$ cat config.mk
export PLATFORM = sky130hd
export DESIGN_NAME = rdsp_sqrt
export DESIGN_NICKNAME = d
export VERILOG_FILES = /design/src/hdl/rdsp_pkg.sv /design/src/hdl/rdsp_sqrt.sv
export SDC_FILE = /design/constraint.sdc
export NUM_CORES = 1
export LEC_CHECK = 0
export ABC_AREA = 1
export BUFFER_PORTS_ARGS = -buffer_cell sky130_fd_sc_hd__buf_2
export CORE_MARGIN = 2
export CORE_UTILIZATION = 40
export DETAILED_ROUTE_END_ITERATION = 7
export PLACE_DENSITY_LB_ADDON = 0.05
export REMOVE_ABC_BUFFERS = 1
export SLEW_MARGIN = 0
export SYNTH_ARGS = -nofsm -noshare
export SYNTH_HDL_FRONTEND = slang
export SYNTH_SLANG_ARGS = --single-unit
$ cat constraint.sdc
create_clock -name clk -period 3.2 [get_ports clk]
set_clock_uncertainty 0.1 [all_clocks]
set_input_delay 0.64 -clock clk [delete_from_list [all_inputs] [get_ports clk]]
set_output_delay 0.64 -clock clk [all_outputs]
set_load 0.03 [all_outputs]
$ cat src/hdl/rdsp_pkg.sv
// Package for the radial distance to shower plane block.
// Holds register indexes, status codes and the control group shared by the pipeline modules.
// No dependencies.
`default_nettype none
package rdsp_pkg;
	localparam int DEPTH_BITS = 40;
	localparam int CFG_INDEX_W = 3;
	localparam int STATUS_W = 2;

	localparam logic [CFG_INDEX_W-1:0] REG_NORMAL_X = 3'd0;
	localparam logic [CFG_INDEX_W-1:0] REG_NORMAL_Y = 3'd1;
	localparam logic [CFG_INDEX_W-1:0] REG_NORMAL_Z = 3'd2;
	localparam logic [CFG_INDEX_W-1:0] REG_OFFSET = 3'd3;
	localparam logic [CFG_INDEX_W-1:0] REG_SMAX_X = 3'd4;
	localparam logic [CFG_INDEX_W-1:0] REG_SMAX_Y = 3'd5;
	localparam logic [CFG_INDEX_W-1:0] REG_SMAX_Z = 3'd6;

	typedef logic [STATUS_W-1:0] status_t;
	localparam status_t STATUS_OK = 2'd0;
	localparam status_t STATUS_ZERO = 2'd1;
	localparam status_t STATUS_SAT = 2'd2;

	typedef struct packed {
		logic valid;
		logic zero;
		logic sat;
	} ctrl_t;
endpackage
`default_nettype wire

$ cat src/hdl/rdsp_sqrt.sv
// Pipelined square root, one root bit per stage, with rounding, status and the output register.
// Depends on rdsp_pkg.
`default_nettype none
module rdsp_sqrt import rdsp_pkg::*; #(
	parameter int POSITION_WIDTH = 18
) (
	input  wire logic clk,
	input  wire logic arst_n,
	input  wire logic en,
	input  wire logic [2*POSITION_WIDTH+1:0] sum,
	input  wire ctrl_t ctrl,
	output logic out_valid,
	output logic [POSITION_WIDTH-1:0] radial_distance,
	output status_t status
);
	localparam int P = POSITION_WIDTH;
	localparam int SW = 2*P + 2;
	localparam int RW = P + 1;
	localparam int RMW = P + 4;

	ctrl_t c_s [1:RW];
	logic [RMW-1:0] rem_s [1:RW];
	logic [RW-1:0] root_s [1:RW];
	logic [SW-1:0] rad_s [1:RW];

	for (genvar i = 0; i < RW; i++) begin : g_stage
		ctrl_t c_in;
		logic [RMW-1:0] r_in;
		logic [RW-1:0] q_in;
		logic [SW-1:0] s_in;
		logic [RMW-1:0] cur;
		logic [RMW-1:0] trial;
		logic ge;

		if (i == 0) begin : g_first
			assign c_in = ctrl;
			assign r_in = '0;
			assign q_in = '0;
			assign s_in = sum;
		end else begin : g_next
			assign c_in = c_s[i];
			assign r_in = rem_s[i];
			assign q_in = root_s[i];
			assign s_in = rad_s[i];
		end

		assign cur = {r_in[RMW-3:0], s_in[SW-1:SW-2]};
		assign trial = RMW'({q_in, 2'b01});
		assign ge = (cur >= trial);

		always_ff @(posedge clk or negedge arst_n) begin
			if (!arst_n) begin
				c_s[i+1] <= '0;
			end else if (en) begin
				c_s[i+1] <= c_in;
			end
		end

		always_ff @(posedge clk) begin
			if (en) begin
				rem_s[i+1] <= ge ? cur - trial : cur;
				root_s[i+1] <= {q_in[RW-2:0], ge};
				rad_s[i+1] <= {s_in[SW-3:0], 2'b00};
			end
		end
	end

	logic [RW:0] rounded;
	logic over;

	always_comb begin
		rounded = (RW+1)'(root_s[RW])
			+ (RW+1)'(rem_s[RW] > RMW'(root_s[RW]));
		over = (rounded >> P) != '0;
	end

	always_ff @(posedge clk or negedge arst_n) begin
		if (!arst_n) begin
			out_valid <= 1'b0;
		end else if (en) begin
			out_valid <= c_s[RW].valid;
		end
	end

	always_ff @(posedge clk) begin
		if (en) begin
			priority if (c_s[RW].zero) begin
				radial_distance <= '0;
				status <= STATUS_ZERO;
			end else if (c_s[RW].sat || over) begin
				radial_distance <= '1;
				status <= STATUS_SAT;
			end else begin
				radial_distance <= rounded[P-1:0];
				status <= STATUS_OK;
			end
		end
	end
endmodule
`default_nettype wire

# After elaboration in Yosys (flattened, before gate mapping)
# Memory sizes are Yosys's and may differ from the RTL's.
# Index checks and enable logic that the tools add are counted.
# op_classes
bitwise_logic	0
reduce_logical	2
multipliers	0
div_mod_pow	0
add_sub_neg	20
n_mux	23
magnitude_cmp	20
shifts	0
n_eq_ne	0
# ops
operator	n
$mux 22	19
$ge 22x21->1	18
$sub 22x21->22	18
$gt 22x19->1	1
$add 19x1->20	1
$reduce_bool 20->1	1
$mux 18	1
$sub 2x1->3 const B	1
$ge 2x1->1 const B	1
$mux 1	2
$mux 2	1
$logic_or 1x1->1	1
# word_totals
input_bits	44
mem_count	3
mem_bits_ro	0
latch_bits	0
ff_bits	78
ramBits	1463
# mem_list
memory	words	width	rd	rd_clocked_by_memory_dff	write_ports	line_no	rtl
rad_s	19	36	18	0	19	rdsp_sqrt.sv:24	logic [SW-1:0] rad_s [1:RW];
rem_s	19	22	19	0	19	rdsp_sqrt.sv:22	logic [RMW-1:0] rem_s [1:RW];
root_s	19	19	19	0	19	rdsp_sqrt.sv:23	logic [RW-1:0] root_s [1:RW];

# Depth between registers and ports, before layout
# An unclocked memory read counts as a cell.
# depth
word_depth	6
depth_mapped	20

# Worst setup path before layout
# OpenSTA, ideal clock, no wires.
# synth_path
path_kind	register to register
startpoint	reg, netlist name root_s[9][32]
endpoint	reg radial_distance[16] (data pin)
path_stages_with_launch	19
slack_ns	0.462
t_arrival_ns	2.378
path_buffers	1
setup_time_ns	0.260
required_ns	2.840
path_cell_list	edfxtp_1 inv_1 ha_1 nand2_1 nor2_1 nand4_1 nor2_1 nand2_1 nand3_1 nor2_1 nor2_1 ha_1 ha_1 clkbuf_1 nand4_1 nor2_1 nand3_1 nand3_1 nand2_1
# synth_lines
element	line_no	rtl
end signal: assignment	rdsp_sqrt.sv:94	radial_distance <= rounded[P-1:0];
end: declaration	rdsp_sqrt.sv:13	output logic [POSITION_WIDTH-1:0] radial_distance,

==> metrics.txt <==
Crit. End Element register; Max Freq 340.1 MHz; FF+latch area between 0.02 and 0.03 sq mm; Synth Warn # 0; Simple-Gate Fraction of Synth Area 22.50%; Post-Synth XOR/XNOR Area 2.979%; Cell variety after synth 56; post-detail-place hpwl between 90 and 100 mm; WL per Instance 15.79 um; Hold Slack 61.19 ps; Setup Total Neg Slack 0 ps; Ant. Diodes 0; most common cell after layout, fill and taps aside nand2_1; grt total ovfl 0; switching share of power 29.84%; Mapped Cells 5558; Setup Viol. Count Final 0; share of layout cells above drive strength 1 a little over 7%; Slew @ Worst Pin 748.7 ps; worst-path fanout max 4; post-route ant nets 0; number of synthesized flops with an enable pin a little over 900; port bufs between 60 and 70; Synth Area in Compound Gates 4.948%; final period utilization 91.88%; Power Total approximately 37 mW; Psw 10.99 mW; via count between 30000 and 40000; clock sinks approximately 970; P&R area growth vs syn 13.10%; Critical-path top delay cell edfxtp_1; largest net degree at the start of global routing between 100 and 150; Top FF cell, synth edfxtp_1; reg2reg setup slack around 260 ps; Yosys top cell by area edfxtp_1; crit path DAT 3300 ps; initial drt markers between 2000 and 3000; Comb power frac around a fifth; HP Class primary input to register; row count roughly 130; Die Span X 361.6 um; multi-input logic area roughly 0.019 sq mm; CP max stage delay 340 ps; io pins 65; PwrDens 636.8 mW/mm^2; Cell Int Power 25.85 mW; CP Launch Type register; Max Slew Vio Count 0; CP Cell Sequence inv_1, ha_1, nand2_1, nor2_1, nand3_2, nor2_2, nand2_1, nand3_1, nor2_1, nor2_1, ha_2, nand3_4, nor2_4, nand2_2, nor2_4, nand3_2, nor2_1, nor2_1, nand2_1, nand2_1; relative slew slack between 50 and 60%; status complete, no violations; clk buf depth 3; DRC 0; # fillers 12370; # nets final 6049; Mapped Area 0.05116 sq mm; maximum vdd drop 403.8 uV; final hold violation count 0; mux cell area share after synthesis 0.1321%; Total Die Area 0.1308 sq mm; first-pass GRT wire length 190.6 mm; vias per cell 4.789; total track usage 18.33%; critical path class register to register; Reg clk slew, reported paths 60 ps; antenna violations before repair 1; top cells by area, synth edfxtp_1 (53%), nand2_1 (13%), inv_1 (6.3%), ha_1 (5.7%), nor2_1 (3.5%); vias in the first global route 35430; placer congestion estimate 0.8727; Reg power frac 45.1%; CTS Buf Count around 110; H-tree depth 3; Crit path top cell by count nor2_1; dpl ws approximately 67 ps; syn_area_per_cell 9.204 sq um; largest family of logic cells by synthesized area simple AND/OR/NAND/NOR gates; CTS tree yes; min Tclk post-route 2940 ps; Inst Count DP 7281; initial core utilization 40.22%; Pre-antenna DRT Iters 5; WP data required 3560 ps; area share of the largest cell type after synthesis 53.47%; total of max-cap violations 0; clk root buf clkbuf_16; commonest non-fill, non-tap cells in the layout nand2_1 (1732), edfxtp_1 (911), inv_1 (858); Routed WL between 100 and 150 mm; final worst setup slack 259.8 ps; Clk Latency, worst-skew pair between 700 and 800 ps; Clock power frac between 30% and 40%; Die Y between 300 and 400 um; post-route insts no fill between 7000 and 8000; share of flip-flops with an asynchronous set or reset 5.986%; register area share after synthesis 56.31%; core area approximately 0.13 sq mm; post-synthesis adder-cell area fraction 5.699%; post-synthesis register bit count 969; Pleak about 26 nW
area by class of cell:
class,instances,area share [%]
Sequential cell,969,49.79
Multi-Input combinational cell,3649,32.17
Inverter,879,5.707
Clock buffer,149,5.253
Tap cell,1662,3.594
Timing Repair Buffer,164,2.297
Clock inverter,55,1.192
final timing paths:
path,startpoint,to,cells past startpoint
worst max register to register,root_s[9][36],radial_distance[17],20
worst min register to register,rad_s[0][77],rad_s[0][115],0
max in group asynchronous,arst_n,c_s[5],3
worst min-delay path,ctrl[2],c_s[56],3
worst max-delay path,root_s[9][36],radial_distance[17],20
min in group asynchronous,arst_n,c_s[3],3
power groups by stage:
stage	Sequential, mW	Clock [mW]	Combinational, mW
finish	16.6	12.8	7.46
global route	16.8	13.7	8.59
CTS	16.6	13.2	7.47
detailed placement	16.9	0	7.39
global placement	16.9	0	7.40
floorplan	16.5	0	5.20
layer usage:
metal  GRT usage [%]  share of wire, %  vias to the layer above
li1                -                 -                    18610
met1           25.20                48                    16690
met2           30.22                46                      577
met3           2.646               3.7                      176
met4           5.155               2.5                        0
met5               0                 0                        -
sequential cells by signal (all words and copies together) (netlist names):
signal / cells
c_s: 57
out_valid: 1
rad_s: 342
radial_distance: 18
rem_s: 359
root_s: 190
status: 2
per-stage QoR:
step | instance area (sq um) | util, %
CTS | 57780 | 45.43
floorplan | 50660 | -
finish | 57860 | 45.49
global placement | 53660 | 42.19
detailed placement | 53660 | 42.19
global route | 57860 | 45.49
Yosys cell counts, types with 42 or more instances:
cell type	instances
xor2_1	112
nand2_1	1733
nand3b_1	42
a21oi_1	215
dfrtp_1	58
xnor2_1	62
ha_1	233
o21ai_0	161
nand3_1	308
nand4_1	73
edfxtp_1	911
inv_1	858
nor3_1	54
nor2_1	474
what timing repair did:
item                       CTS  global route
hold endpoints to repair    96             0
resized for setup            0            14
setup endpoints to repair    0            19
setup buffers                0             3
hold buffers                39             0
logic make-up (layout without fill, tap and decap cells):
| kind of cell | count (synthesis) | in the layout |
|---|---|---|
| fa+ha+maj | 233 | 233 |
| other cells | 1 | 1 |
| compound gates | 465 | 465 |
| simple gates | 2770 | 2770 |
| mux | 6 | 6 |
| xor+xnor | 174 | 174 |
| flops | 969 | 969 |
| buf+inv | 940 | 1247 |
critical path, delay by kind of cell (launching register included):
family / cells / cell delay, ps
and+or+nand+nor: 17 / 1630
adders and majority gates: 2 / 550
DFF: 1 / 340
buffers and inverters: 1 / 80
No activity file was read; power rests on OpenSTA's default activity.
